## src/lfpd_pkg.sv

```systemverilog
`timescale 1ns / 1ps
// Shared constants and field widths for the lidar frame point decoder.
// No dependencies.
package lfpd_pkg;

  // Fixed frame layout: offsets ahead of the point block and field sizes
  localparam int POS_SPEED_LO    = 2;
  localparam int POS_START_LO    = 4;
  localparam int POS_POINTS      = 6;
  localparam int BYTES_PER_POINT = 3;
  localparam int ANGLE_BYTES     = 2;
  localparam int TS_BYTES        = 2;

  // Widths of the raw fields
  localparam int BYTE_W  = 8;
  localparam int WORD_W  = 16;
  localparam int PNUM_W  = 4;
  localparam int DIV_W   = 17;  // reciprocal divider dividend width
  localparam int ANGLE_W = 18;  // signed angle arithmetic

  typedef logic [BYTE_W-1:0] byte_t;
  typedef logic [WORD_W-1:0] word_t;

endpackage : lfpd_pkg

```

## src/lidar_frame_point_decoder_top.sv

```systemverilog
`timescale 1ns / 1ps
// Lidar frame point decoder: byte capture, point store and angle sequencer.
// Depends on lfpd_pkg.

// Frame bytes are taken one per cycle (in_stall low) until the byte that
// completes the timestamp. The block then stalls its input and emits
// POINTS_PER_FRAME point items in order. All angle arithmetic runs through a
// single shared 17x18 multiplier with reciprocal constants: two passes
// (quotient, then remainder) for the slope arc / (POINTS_PER_FRAME-1), and two
// passes per point for the reduction into 0 .. ANGLE_FULL_SCALE-1. The input
// stays stalled from the last timestamp byte until the final point item is taken.
// CRC and trailing bytes are dropped until the next frame_start.
module lidar_frame_point_decoder_top #(
  parameter int POINTS_PER_FRAME = 12,
  parameter int ANGLE_FULL_SCALE = 36000
) (
  input  logic                  clk,
  input  logic                  rst_n,
  // byte input
  input  logic                  in_valid,
  output logic                  in_stall,
  input  lfpd_pkg::byte_t       in_frame_byte,
  input  logic                  in_frame_start,
  // point output
  output logic                  out_valid,
  input  logic                  out_stall,
  output lfpd_pkg::word_t       out_point_distance,
  output lfpd_pkg::byte_t       out_point_intensity,
  output lfpd_pkg::word_t       out_point_angle,
  output logic [3:0]            out_point_number,
  output lfpd_pkg::word_t       out_scan_speed,
  output lfpd_pkg::word_t       out_first_angle,
  output lfpd_pkg::word_t       out_final_angle,
  output lfpd_pkg::word_t       out_frame_timestamp,
  output logic                  out_last_point
);
  import lfpd_pkg::*;

  localparam int POS_END_LO = POS_POINTS + BYTES_PER_POINT * POINTS_PER_FRAME;
  localparam int POS_TS_LO  = POS_END_LO + ANGLE_BYTES;
  localparam int POS_TS_HI  = POS_TS_LO + 1;
  localparam int POS_IDLE   = POS_TS_HI + 1;
  localparam int POS_W      = $clog2(POS_IDLE + 1);
  localparam int PT_W       = $clog2(POINTS_PER_FRAME);
  localparam int RW         = $clog2(POINTS_PER_FRAME);
  localparam int MUL_W      = 2 * DIV_W + 1;

  // floor(x/d) = (x*M) >> K for every x below 2**DIV_W
  localparam int SEG_K = DIV_W + $clog2(POINTS_PER_FRAME - 1);
  localparam int FS_K  = DIV_W + $clog2(ANGLE_FULL_SCALE);
  localparam logic [DIV_W:0] SEG_M = (DIV_W+1)'(((64'd1 << SEG_K)
      + 64'(POINTS_PER_FRAME - 2)) / 64'(POINTS_PER_FRAME - 1));
  localparam logic [DIV_W:0] FS_M  = (DIV_W+1)'(((64'd1 << FS_K)
      + 64'(ANGLE_FULL_SCALE - 1)) / 64'(ANGLE_FULL_SCALE));

  localparam logic [PT_W-1:0]         PT_LAST = PT_W'(POINTS_PER_FRAME - 1);
  localparam logic [WORD_W-1:0]       SEG_DEN = WORD_W'(POINTS_PER_FRAME - 1);
  localparam logic [WORD_W-1:0]       FS_DEN  = WORD_W'(ANGLE_FULL_SCALE);
  localparam logic signed [ANGLE_W-1:0] FS_S   = ANGLE_W'(ANGLE_FULL_SCALE);
  localparam logic signed [ANGLE_W-1:0] HALF_S = ANGLE_W'(ANGLE_FULL_SCALE / 2);

  typedef enum logic [2:0] {
    S_IN, S_SETUP, S_SQ, S_SR, S_ANG, S_MQ, S_MR, S_OUT
  } state_t;

  state_t             state_r;
  logic [POS_W-1:0]   byte_pos_r;
  logic [PT_W-1:0]    wr_pt_r;
  logic [1:0]         wr_sub_r;
  word_t              pt_bytes_r;
  word_t              speed_r, start_r, end_r;
  byte_t              ts_lo_r, ts_hi_r;

  logic [2*BYTE_W+BYTE_W-1:0] pt_store [POINTS_PER_FRAME];
  logic [2*BYTE_W+BYTE_W-1:0] rd_data_r;

  logic [PT_W-1:0]    pt_r;
  logic               seg_neg_r, a_neg_r;
  word_t              qd_r, q_r;
  logic [RW-1:0]      rd_r, r_r;
  logic [DIV_W-1:0]   mag_r, quo_r;
  logic               out_valid_r;
  word_t              out_dist_r, out_angle_r;
  byte_t              out_int_r;

  // byte decode
  logic               in_acc, wr_en;
  logic [POS_W-1:0]   pos, pos_nxt;

  // shared multiplier
  logic [DIV_W-1:0]   mul_a;
  logic [DIV_W:0]     mul_b;
  logic [MUL_W-1:0]   prod;
  logic [DIV_W-1:0]   quo_nxt, rem_full;
  word_t              rem_w;

  // angle helpers
  logic signed [ANGLE_W-1:0] seg_d, seg_adj, ang_a;
  logic [DIV_W-1:0]   seg_mag, ang_mag;
  logic [DIV_W-1:0]   q_sum;
  logic [RW:0]        r_sum;
  logic               r_wrap;
  word_t              angle_nxt;
  logic [PT_W+3:0]    pt_ext;

  assign in_stall = (state_r != S_IN);
  assign in_acc   = in_valid && !in_stall;
  assign pos      = in_frame_start ? '0 : byte_pos_r;
  assign pos_nxt  = (pos >= POS_W'(POS_IDLE)) ? POS_W'(POS_IDLE) : pos + 1'b1;
  assign wr_en    = in_acc && (pos >= POS_W'(POS_POINTS)) && (pos < POS_W'(POS_END_LO))
                    && (wr_sub_r == 2'd2);

  always_comb begin
    unique case (state_r)
      S_SQ: begin
        mul_a = mag_r;
        mul_b = SEG_M;
      end
      S_SR: begin
        mul_a = quo_r;
        mul_b = {2'b00, SEG_DEN};
      end
      S_MQ: begin
        mul_a = mag_r;
        mul_b = FS_M;
      end
      default: begin
        mul_a = quo_r;
        mul_b = {2'b00, FS_DEN};
      end
    endcase
    prod     = MUL_W'(mul_a) * MUL_W'(mul_b);
    quo_nxt  = (state_r == S_SQ) ? DIV_W'(prod >> SEG_K) : DIV_W'(prod >> FS_K);
    // quotient times divisor never exceeds the dividend
    rem_full = mag_r - prod[DIV_W-1:0];
    rem_w    = rem_full[WORD_W-1:0];

    // shorter-arc difference
    seg_d = $signed({2'b00, end_r}) - $signed({2'b00, start_r});
    if (seg_d > HALF_S) begin
      seg_adj = seg_d - FS_S;
    end else if (seg_d < -HALF_S) begin
      seg_adj = seg_d + FS_S;
    end else begin
      seg_adj = seg_d;
    end
    seg_mag = seg_adj[ANGLE_W-1] ? DIV_W'(-seg_adj) : DIV_W'(seg_adj);

    ang_a   = seg_neg_r ? $signed({2'b00, start_r}) - $signed({2'b00, q_r})
                        : $signed({2'b00, start_r}) + $signed({2'b00, q_r});
    ang_mag = ang_a[ANGLE_W-1] ? DIV_W'(-ang_a) : DIV_W'(ang_a);

    // C-style remainder folded back into the positive circle
    angle_nxt = (a_neg_r && (rem_w != '0)) ? FS_DEN - rem_w : rem_w;

    // running quotient/remainder of arc*i/(N-1)
    q_sum  = {1'b0, q_r} + {1'b0, qd_r};
    r_sum  = {1'b0, r_r} + {1'b0, rd_r};
    r_wrap = (r_sum >= (RW+1)'(POINTS_PER_FRAME - 1));
  end

  always_ff @(posedge clk) begin
    if (wr_en) begin
      pt_store[wr_pt_r] <= {in_frame_byte, pt_bytes_r};
    end
    rd_data_r <= pt_store[pt_r];
  end

  always_ff @(posedge clk) begin
    if (!rst_n) begin
      state_r     <= S_IN;
      byte_pos_r  <= '0;
      wr_pt_r     <= '0;
      wr_sub_r    <= '0;
      speed_r     <= '0;
      start_r     <= '0;
      end_r       <= '0;
      ts_lo_r     <= '0;
      ts_hi_r     <= '0;
      pt_r        <= '0;
      out_valid_r <= 1'b0;
    end else begin
      unique case (state_r)
        S_IN: begin
          if (in_acc) begin
            byte_pos_r <= pos_nxt;
            if (pos < POS_W'(POS_POINTS)) begin
              wr_pt_r  <= '0;
              wr_sub_r <= '0;
            end else if (pos < POS_W'(POS_END_LO)) begin
              if (wr_sub_r == 2'd2) begin
                wr_sub_r <= '0;
                wr_pt_r  <= wr_pt_r + 1'b1;
              end else begin
                wr_sub_r <= wr_sub_r + 1'b1;
              end
            end
            if (wr_sub_r == 2'd0) pt_bytes_r[BYTE_W-1:0]      <= in_frame_byte;
            if (wr_sub_r == 2'd1) pt_bytes_r[WORD_W-1:BYTE_W] <= in_frame_byte;

            if (pos == POS_W'(POS_SPEED_LO))     speed_r[BYTE_W-1:0]      <= in_frame_byte;
            if (pos == POS_W'(POS_SPEED_LO + 1)) speed_r[WORD_W-1:BYTE_W] <= in_frame_byte;
            if (pos == POS_W'(POS_START_LO))     start_r[BYTE_W-1:0]      <= in_frame_byte;
            if (pos == POS_W'(POS_START_LO + 1)) start_r[WORD_W-1:BYTE_W] <= in_frame_byte;
            if (pos == POS_W'(POS_END_LO))       end_r[BYTE_W-1:0]        <= in_frame_byte;
            if (pos == POS_W'(POS_END_LO + 1))   end_r[WORD_W-1:BYTE_W]   <= in_frame_byte;
            if (pos == POS_W'(POS_TS_LO))        ts_lo_r                  <= in_frame_byte;
            if (pos == POS_W'(POS_TS_HI)) begin
              ts_hi_r <= in_frame_byte;
              state_r <= S_SETUP;
            end
          end
        end
        S_SETUP: begin
          seg_neg_r <= seg_adj[ANGLE_W-1];
          mag_r     <= seg_mag;
          pt_r      <= '0;
          q_r       <= '0;
          r_r       <= '0;
          state_r   <= S_SQ;
        end
        S_SQ: begin
          quo_r   <= quo_nxt;
          state_r <= S_SR;
        end
        S_SR: begin
          qd_r    <= quo_r[WORD_W-1:0];
          rd_r    <= rem_full[RW-1:0];
          state_r <= S_ANG;
        end
        S_ANG: begin
          a_neg_r <= ang_a[ANGLE_W-1];
          mag_r   <= ang_mag;
          state_r <= S_MQ;
        end
        S_MQ: begin
          quo_r   <= quo_nxt;
          state_r <= S_MR;
        end
        S_MR: begin
          out_angle_r <= angle_nxt;
          out_dist_r  <= rd_data_r[WORD_W-1:0];
          out_int_r   <= rd_data_r[WORD_W+BYTE_W-1:WORD_W];
          out_valid_r <= 1'b1;
          state_r     <= S_OUT;
        end
        S_OUT: begin
          if (!out_stall) begin
            out_valid_r <= 1'b0;
            if (pt_r == PT_LAST) begin
              state_r <= S_IN;
            end else begin
              pt_r    <= pt_r + 1'b1;
              q_r     <= r_wrap ? WORD_W'(q_sum + 1'b1) : q_sum[WORD_W-1:0];
              r_r     <= r_wrap ? RW'(r_sum - (RW+1)'(POINTS_PER_FRAME - 1))
                                : r_sum[RW-1:0];
              state_r <= S_ANG;
            end
          end
        end
      endcase
    end
  end

  assign pt_ext              = {4'b0000, pt_r};
  assign out_valid           = out_valid_r;
  assign out_point_distance  = out_dist_r;
  assign out_point_intensity = out_int_r;
  assign out_point_angle     = out_angle_r;
  assign out_point_number    = pt_ext[PNUM_W-1:0];
  assign out_scan_speed      = speed_r;
  assign out_first_angle     = start_r;
  assign out_final_angle     = end_r;
  assign out_frame_timestamp = {ts_hi_r, ts_lo_r};
  assign out_last_point      = (pt_r == PT_LAST);

  // no byte is taken while a point item is pending
  a_no_in_during_out: assert property (@(posedge clk) disable iff (!rst_n)
    out_valid |-> in_stall)
    else $error("input taken while point item pending");

  // reciprocal quotient is exact: remainder stays below the full scale
  a_mod_rem_bound: assert property (@(posedge clk) disable iff (!rst_n)
    (state_r == S_MR) |-> (rem_full < DIV_W'(ANGLE_FULL_SCALE)))
    else $error("divider remainder out of range");

  a_angle_range: assert property (@(posedge clk) disable iff (!rst_n)
    out_valid |-> (out_point_angle < FS_DEN))
    else $error("point angle outside full circle");

  // after the final point the byte input opens again
  a_reopen: assert property (@(posedge clk) disable iff (!rst_n)
    (out_valid && !out_stall && out_last_point) |=> !in_stall)
    else $error("input not reopened after last point");

  // running remainder of the interpolation stays below the segment count
  a_seg_rem: assert property (@(posedge clk) disable iff (!rst_n)
    (state_r == S_ANG) |-> ({1'b0, r_r} < (RW+1)'(POINTS_PER_FRAME - 1)))
    else $error("interpolation remainder out of range");

endmodule : lidar_frame_point_decoder_top
```

## config.mk

```make
export PLATFORM = sky130hd
export DESIGN_NAME = lidar_frame_point_decoder_top
export DESIGN_NICKNAME = d
export VERILOG_FILES = /design/src/lfpd_pkg.sv /design/src/lidar_frame_point_decoder_top.sv
export SDC_FILE = /design/constraint.sdc
export NUM_CORES = 1
export LEC_CHECK = 0
export BUFFER_PORTS_ARGS = -buffer_cell sky130_fd_sc_hd__buf_2
export CAP_MARGIN = 20
export CORE_ASPECT_RATIO = 1.1
export CORE_MARGIN = 4
export CORE_UTILIZATION = 54
export DETAILED_ROUTE_END_ITERATION = 6
export PLACE_DENSITY_LB_ADDON = 0.3
export SETUP_SLACK_MARGIN = 0.02
export SYNTH_ARGS = -nofsm -noshare
export SYNTH_HDL_FRONTEND = slang
export SYNTH_SLANG_ARGS = --single-unit
```

## constraint.sdc

```tcl
create_clock -name clk -period 9 [get_ports clk]
set_clock_uncertainty 0.05 [all_clocks]
set_input_delay 1.8 -clock clk [delete_from_list [all_inputs] [get_ports clk]]
set_output_delay 1.8 -clock clk [all_outputs]
set_load 0.01 [all_outputs]
```

Word-level counts from Yosys, hierarchy flattened
Memory sizes are Yosys's and may differ from the RTL's. A register that Yosys moved wholly into a read port is not among the register bits.
Index checks and enable logic that the tools add are counted.

storage, ports and cells
  flip-flop bits (word level) = 216
  memory bits (writable) = 288
  memories = 1
  output and inout bits = 111
  bits in latches = 0
  ROM bits = 0

operators by class
  mux-type cells = 38
  divide/modulo/power cells = 0
  $add $sub $neg = 17
  multipliers = 1
  order comparisons = 7
  eq/ne operators = 22
  reduce and logical (&&, ||, !) cells = 39
  bitwise logic cells = 0
  shift operators = 0

memories
  memory    words  width  read ports  clocked after Yosys merged registers in  wr ports  line                                 source
  pt_store  12     24     1           1                                        1         lidar_frame_point_decoder_top.sv:74  logic [2*BYTE_W+BYTE_W-1:0] pt_store [POINTS_PER_FRAME];

operators with widths
  cell                                                                     count
  16-bit 2-to-1 mux                                                        4
  18-bit 2-to-1 mux                                                        3
  18-bit case mux with 3 select lines                                      1
  17-bit 2-to-1 mux                                                        3
  17-bit by 18-bit multiplier with 35-bit output                           1
  17-bit negator                                                           2
  17-bit case mux with 2 select lines                                      1
  16-bit by 16-bit subtractor with 17-bit output                           2
  3-bit AND reduction                                                      11
  4-bit 2-to-1 mux                                                         8
  16-bit case mux with 2 select lines                                      1
  6-bit equality test (second input constant)                              4
  3-bit case mux with 8 select lines                                       1
  17-bit by 17-bit adder with 18-bit output (second input constant)        1
  17-bit by 17-bit subtractor with 18-bit output (second input constant)   1
  16-bit by 16-bit adder with 17-bit output                                1
  17-bit by 16-bit > comparator with 1-bit output (second input constant)  1
  17-bit by 16-bit < comparator with 1-bit output (second input constant)  1
  16-bit by 1-bit adder with 16-bit output (second input constant)         1
  16-bit adder                                                             1
  4-bit case mux with 2 select lines                                       2
  2-bit AND reduction                                                      8
  4-bit AND reduction                                                      4
  16-bit nonzero test                                                      1
  33 further kinds                                                         60

Longest topological paths before layout
Gate-level depths: netlist of the first run.

  depth after elaboration = 8
  mapped depth = 36
  depth with buffers taken out = 34

Least setup slack after synthesis of the first run
OpenSTA, ideal clock, no wires.

  path kind = reg-to-reg
  from = register state_r[1]
  to = register out_angle_r[1] (netlist: out_point_angle[1]) (data pin)
  slack = 0.885 ns
  required time = 8.690 ns
  arrival time = 7.805 ns
  cell stages (with the launch flop) = 32
  period minus slack after synthesis = 8.115 ns
  cell sequence = dfxtp_1 > nor2b_1 > clkbuf_1 > nand2b_1 > nand2_1 > clkbuf_1 > clkbuf_1 > nand2_1 > a21oi_1 > inv_1 > fa_1 > fa_1 > inv_1 > ha_1 > fa_1 > ha_1 > inv_1 > fa_1 > inv_1 > ha_1 > inv_1 > o21bai_1 > a21oi_1 > xor2_1 > ha_1 > or2_2 > o32ai_1 > xor2_1 > or4b_2 > a2111oi_2 > nand2b_1 > mux2_2

on the way
  longest elaborated chain between the ends = 8
  elaborated cells between the ends (all ways) = 12
  classes of those cells = 2 x add/sub; 1 x mul; 3 x eq/ne; 3 x mux; 3 x reduce/logical

ends and longest elaborated chain
  item                                                                                          line                                  source
  start: declaration                                                                            lidar_frame_point_decoder_top.sv:66   state_t state_r;
  start signal: assignment                                                                      lidar_frame_point_decoder_top.sv:171  state_r <= S_IN;
  start signal: assignment                                                                      lidar_frame_point_decoder_top.sv:210  state_r <= S_SETUP;
  start signal: assignment                                                                      lidar_frame_point_decoder_top.sv:220  state_r <= S_SQ;
  3-bit by 2-bit equality test with 1-bit output / 3-bit equality test (equally long branches)  lidar_frame_point_decoder_top.sv:114  unique case (state_r)
  2-bit OR reduction (no line)                                                                  n/a
  17-bit 2-to-1 mux                                                                             lidar_frame_point_decoder_top.sv:114
  17-bit by 18-bit multiplier with 35-bit output *                                              lidar_frame_point_decoder_top.sv:132  prod = MUL_W'(mul_a) * MUL_W'(mul_b);
  16-bit subtractor *                                                                           lidar_frame_point_decoder_top.sv:135  rem_full = mag_r - prod[DIV_W-1:0];
  parallel branches: the longest is 2 deep, another holds 16-bit subtractor                     n/a
  16-bit 2-to-1 mux *                                                                           lidar_frame_point_decoder_top.sv:154  angle_nxt = (a_neg_r && (rem_w != '0)) ? FS_DEN - rem_w : rem_w;
  named net angle_nxt[1]                                                                        lidar_frame_point_decoder_top.sv:103  word_t angle_nxt;
  end signal: assignment                                                                        lidar_frame_point_decoder_top.sv:241  out_angle_r <= angle_nxt;
  end: declaration                                                                              lidar_frame_point_decoder_top.sv:83   word_t out_dist_r, out_angle_r;

Mark *: on every way through the listed nets, which the timed path passes.
A chain may end at the register's enable or synchronous reset.

Final worst setup path of the first run
  from = register state_r[0]
  to = register out_angle_r[1] (netlist: out_point_angle[1]) (data pin)

The elaborated chain is that of the path after synthesis.

==> results.md, run 1 <==
* TritonCTS Sinks at ~520
* Num CTS Buffers at 50
* Tot GR Track Use at between 20% and 30%
* Leak Pwr at ~0.015 µW
* Layout cells sized above 1 at a little under an eighth
* Pre-antenna DRT Iters at 6
* Vias per cell at between 5 and 6
* Number of flops mapped to enable cells by yosys at between 400 and 500
* Post-synthesis cell type count at 91
* Post-synth top flop: edfxtp_1
* Iteration-0 DRC Markers at roughly 1800
* Slowest-stage cell, CP: or4b_2
* Nets@finish at around 3400
* Drt wl/cell at between 20 and 25 µm
* Residual DRC at 0
* Fillers at 4961
* Status: finished clean
* # setup viols final at 0
* Die width at 244.7 µm
* Type of the worst setup path: reg -> reg
* Clock slew at reported path FFs at approximately 0.070 ns
* GR Layer Usage met2 at between 40% and 50%
* CTS Buffer Depth at 3
* Crit. End Element: flop
* Initial antenna violation count at 1
* Placed Cells at around 3800
* Fin. max-slew vios at 0
* Syn_area_per_cell at 11.49 µm²
* Gr ovfl total at 0
* CTS tree: built
* Worst-Skew Late Latency at between 0.6 and 0.7 ns
* Seq/Total Area, Yosys at around 44%
* Critical Path AT at 8.82 ns
* Synth-to-layout area growth at 9.584%
* Critical path peak fanout at 22
* Worst-Margin Slew at roughly 1.0 ns
* Post-Syn Nets at 3340
* M1 GR Usage at around 34%
* Fin cells at between 3000 and 4000
* CP Launch Type: flop
* Synthesized cell area at 33280 µm²
* PostCTS Resize Cnt at 0
* RSZ-0062 raised after global routing: false
* Worst EP required at between 9 and 10 ns
* Die area at ~66000 µm²
* Worst path max stage delay at about 0.67 ns
* Post-CTS setup buffer count at 0
* Routed WL at between 80000 and 90000 µm
* Minimum clock period at around 8.5 ns
* Headroom to the max-slew limit at a little under a third
* Initial cell density of the core at 54.47%
* MaxCap Viol Count at 0
* Gpl congestion at between 0.9 and 1
* Hold crit path type: reg -> reg
* Most frequent cells in the layout: edfxtp_1, inv_1, ha_1
* Die Y at around 270 µm
* DRT antenna net count at 0
* Detail Placement HPWL at 61370 µm
* Met3 layer usage reported by global route at between 3 and 4%
* Final Cycle Share at 94.59%
* H-tree Lvls at 2
* Maximum VDD drop at between 0.2 and 0.3 mV
* PwrDens at between 100 and 150 nW/µm²
* Synthesized instance count at 2896
* PortBufs at 123
* GR peak layer: met2
* Number of global-route vias before repair at approximately 23000
* #FFs+latches synth at 523
* Achievable Freq at roughly 120 MHz
* Root buffer cell: clkbuf_16
* CTS Hold Bufs at 0
* Setup TNS at 0 ns
* Ys async rst share at 0%
* Yosys Warn Count at 0
* Largest net degree at the start of global routing at between 50 and 60
* Final hold vios at 0
* Most common cell after layout, fill and taps aside: edfxtp_1
* Row count at 95
* Global-route wire length before repair at about 130000 µm
* CORE AREA at roughly 60000 µm²
* Io pins at between 100 and 150
* Vias at around 23000
## Yosys cell counts (5+ instances only)
cell type	number	area share [%]
edfxtp_1	415	37
inv_1	368	4.2
ha_1	271	10
nand2_1	230	2.6
fa_1	160	9.6
nor2_1	145	1.6
a21oi_1	135	2.0
dfxtp_1	108	6.5
o21ai_0	101	1.5
mux2i_1	83	2.5
clkbuf_1	80	0.90
xnor2_1	78	2.1
mux4_2	72	4.9
nor2b_1	68	1.3
and2_1	59	1.1
xor2_1	46	1.2
a21o_1	38	0.86
nor3_1	38	0.57
nand3_1	35	0.53
nand2b_1	30	0.56
or3_1	30	0.56
a21boi_0	23	0.52
and3_1	21	0.39
o31ai_1	19	0.43
a211oi_1	18	0.41
a31oi_1	13	0.24
nand4_1	13	0.24
o21bai_1	12	0.27
o21a_1	11	0.25
buf_1	10	0.11
o211ai_1	9	0.20
or2_2	9	0.17
a211o_1	7	0.18
nand3b_1	7	0.16
nor3b_1	7	0.16
o22ai_1	7	0.13
o211a_1	6	0.18
a2111oi_0	5	0.13
nor4_1	5	0.094
o311ai_0	5	0.13
o32ai_1	5	0.13
o41ai_1	5	0.13
## per-stage QoR
stage	instance area (µm²)	setup slack (ns)	power [µW]	hold WS [ns]	util, %
2_1_floorplan	33280	0.8848	2674	0.3355	-
3_3_place_gp	34800	0.7352	2698	0.3366	56.96
3_5_place_dp	34800	0.5489	2700	0.3387	56.96
4_1_cts	36460	0.5688	4792	0.3556	59.67
5_1_grt	36470	0.1024	4903	0.3587	59.68
6_report	36470	0.4869	4753	0.3533	59.69
## registers in the layout, indices dropped and copies added (netlist names), 2 cells and up
signal and count:
q_r 16, out_point_number 4, out_final_angle 16, out_first_angle 16, quo_r 14, out_point_intensity 8
out_point_angle 16, out_scan_speed 16, rd_data_r 24, rd_r 4, wr_sub_r 2, r_r 4
ts_hi_r 8, qd_r 14, out_point_distance 16, pt_store 288, byte_pos_r 6, state_r 3
pt_bytes_r 16, wr_pt_r 4, mag_r 17, ts_lo_r 8
## logic make-up (layout without fill, tap and decap cells)
family | count (synthesis) | in the layout | synth area share (%)
AOI/OAI and AO/OA | 481 | 481 | 9.550
xor gates and xnor gates | 126 | 126 | 3.395
adders and majority gates | 431 | 431 | 19.81
buffers and inverters | 464 | 611 | 5.249
DFF | 523 | 523 | 43.94
muxes | 157 | 157 | 7.437
other | 0 | 1 | 0
and+or+nand+nor | 714 | 714 | 10.61
## path summary, 6_finish.rpt
check	startpoint	endpoint	slack [ns]	depth (start not counted)
min reg2reg	rd_data_r[15]	out_point_distance[15]	0.35	0
max	state_r[0]	out_point_angle[1]	0.49	28
max reg2reg	state_r[0]	out_point_angle[1]	0.49	28
min	rd_data_r[15]	out_point_distance[15]	0.35	0
## critical path: cells and delay by family (launching register included)
family / cells / cell delay [ns]
compound gates: 6 / 1.70
xor+xnor: 2 / 0.51
fa+ha+maj: 8 / 3.20
buf+inv: 6 / 0.76
flops: 1 / 0.37
mux: 1 / 0.36
simple gates: 5 / 1.36
## area by class of cell
class | count | area (µm²) | share of cell area, %
flip-flops and latches | 523 | 14630 | 40.12
clock inverters | 22 | 274.0 | 0.7514
repair buffers | 150 | 818.3 | 2.244
diodes | 1 | 2.502 | 0.006862
well taps | 824 | 1031 | 2.827
inverters | 370 | 1389 | 3.808
multi-input cells | 1909 | 16940 | 46.45
clock buffers | 69 | 1383 | 3.791
## layer usage
layer  part of all wire, %  wire [µm]  vias to the layer above
met5                     0          0                        -
met4                   3.0       2552                        0
met3                   5.3       4448                      145
met2                    49      41050                      734
met1                    43      36030                    11190
li1                      -          -                    10440
## report_power, final
part / internal [µW] / total (µW) / leakage (µW) / switching, µW
clock network: 1200 / 2110 / 0.000807 / 905
registers: 2590 / 2590 / 0.00465 / 5.61
logic: 15.6 / 53.5 / 0.0100 / 37.9
No activity file was read; power rests on OpenSTA's default activity.
==> run 2: changes to the inputs <==
- CORE_UTILIZATION: 54 -> 55
- SKIP_CTS_REPAIR_TIMING: not set -> 1
==> run 2 against run 1 <==
  * Largest power group unchanged
  * Largest cell class unchanged
  * Highest routed layer unchanged
  * Final area about the same
  * Non-clock buffer count down 1
  * Clock-buffer cell count unchanged
==> results.md, run 2 (synthesis gave the netlist of run 1 again) <==
* Status: finished clean
* Slowest-stage cell, CP: dfxtp_1
* Num CTS Buffers at 51 (+2.0%)
* Hold crit path type: reg -> reg
* CTS tree: built
* TritonCTS Sinks at 523 (unchanged)
* Largest register FFs at 288 (unchanged)
* Initial antenna violation count at 1 (unchanged)
* Gr ovfl total at 0 (unchanged)
* Nets@finish at 3448 (unchanged)
* Overall power at 4787 µW (+0.72%)
* Worst EP required at 9.30 ns (about the same)
* CP Launch Type: flop
* Type of the worst setup path: reg -> reg
* Fin. max-slew vios at 0 (unchanged)
* Setup TNS at 0 ns (unchanged)
* Global-route wire length before repair at 130900 µm (+1.0%)
* H-tree Lvls at 2 (unchanged)
* Initial cell density of the core at 55.59% (+1.1 points)
* Clock slew at reported path FFs at 0.06 ns (about the same)
* Vias at 22440 (-0.33%)
* Synth-to-layout area growth at 9.482% (about the same)
* Largest registers: pt_store (288), rd_data_r (24), mag_r (17)
* Achievable Freq at 117.0 MHz (-0.39%)
* RSZ-0062 raised after global routing: false
* CORE AREA at 59860 µm² (-2.0%)
* Routed WL at 83940 µm (-0.16%)
* CTS Buffer Depth at 3 (unchanged)
* DRT antenna net count at 0 (unchanged)
* Tot GR Track Use at 26.02% (+0.71 points)
* Critical Path AT at 8.85 ns (+0.03 ns)
* Crit. End Element: flop
* PortBufs at 123 (unchanged)
* Number of global-route vias before repair at 22950 (+1.0%)
* Most frequent cells in the layout: edfxtp_1, inv_1, ha_1
* Top reg by flops: pt_store
* Iteration-0 DRC Markers at 1892 (+7.0%)
* Io pins at 124 (unchanged)
* Pre-antenna DRT Iters at 5 (-1)
* Largest net degree at the start of global routing at 79 (+46%)
* Gpl congestion at 0.9370 (+0.55%)
* Worst-Margin Slew at 1.027 ns (-0.008720 ns)
* Drt wl/cell at 22.00 µm (+1.2%)
* Row count at 94 (-1.1%)
* Detail Placement HPWL at 61630 µm (+0.41%)
* Die area at 64510 µm² (-1.8%)
* MaxCap Viol Count at 0 (unchanged)
* Critical path peak fanout at 21 (-4.5%)
* Final hold vios at 0 (unchanged)
* Most common cell after layout, fill and taps aside: edfxtp_1
* Final Cycle Share at 94.96% (+0.37 points)
* Minimum clock period at 8.546 ns (+0.03330 ns)
* Leak Pwr at 0.01551 µW (+0.18%)
* Layout cells sized above 1 at 11.78% (+0.18 points)
* Die width at 242.5 µm (-0.88%)
* Vias per cell at 5.882 (+1.1%)
* Root buffer cell: clkbuf_16
* Maximum VDD drop at 0.1984 mV (-28%)
* # setup viols final at 0 (unchanged)
* Die Y at 266.0 µm (-0.89%)
* Worst-Skew Late Latency at 0.61 ns (about the same)
* Headroom to the max-slew limit at 31.51% (+0.77 points)
* Residual DRC at 0 (unchanged)
* Worst path max stage delay at 0.63 ns (-0.04 ns)
* Antenna Diode Count at 0 (-1)
* PwrDens at 131.4 nW/µm² (+0.81%)
run 2: path summary, 6_finish.rpt:
path	startpoint	to	slack, ns	depth (start not counted)
setup / recovery	state_r[0]	out_point_angle[1]	0.45	29
hold / removal	rd_data_r[9]	out_point_distance[9]	0.35	0
setup reg to reg	state_r[0]	out_point_angle[1]	0.45	29
hold reg to reg	rd_data_r[9]	out_point_distance[9]	0.35	0
run 2: metal layers:
layer | share of wire, % | routed length, µm | vias to the layer above | GRT usage, %
li1 | - | - | 10450 | -
met1 | 42 | 35330 | 11090 | 35.07
met2 | 48 | 40360 | 739 | 43.84
met3 | 6.0 | 5019 | 162 | 3.452
met4 | 3.9 | 3236 | 0 | 9.273
met5 | 0 | 0 | - | 0
run 2: critical path: cells and delay by family, from the launching register on:
kind                       cells  cell delay (ns)
xor gates and xnor gates       2             0.29
and+or+nand+nor                7             1.59
buffers and inverters          4             0.41
DFF                            1             0.63
AOI/OAI and AO/OA              7             1.77
adders and majority gates      8             3.22
muxes                          1             0.36
run 2: where the power goes:
group | total, µW | internal, µW | switching [µW]
clock network | 2140 | 1200 | 943
registers | 2590 | 2590 | 5.69
logic | 53.8 | 15.5 | 38.3
run 2: layout make-up:
class / instances / area, µm²
inverters: 370 / 1389
multi-input cells: 1909 / 16940
clock buffers: 69 / 1438
repair buffers: 149 / 810.8
well taps: 768 / 960.9
flip-flops and latches: 523 / 14630
clock inverters: 27 / 265.3
fillers: 4707 / 23430
run 2: through the flow:
step | std cells | area (µm²) | utilization [%] | hold slack [ns] | setup slack, ns
2_1_floorplan | 2896 | 33280 | - | 0.3355 | 0.8848
3_3_place_gp | 3719 | 34730 | 58.02 | 0.3375 | 0.6805
3_5_place_dp | 3719 | 34730 | 58.02 | 0.3387 | 0.4998
4_1_cts | 3815 | 36430 | 60.86 | 0.3519 | 0.5047
5_1_grt | 3815 | 36430 | 60.86 | 0.3597 | 0.02986
6_report | 3815 | 36430 | 60.86 | 0.3538 | 0.4536
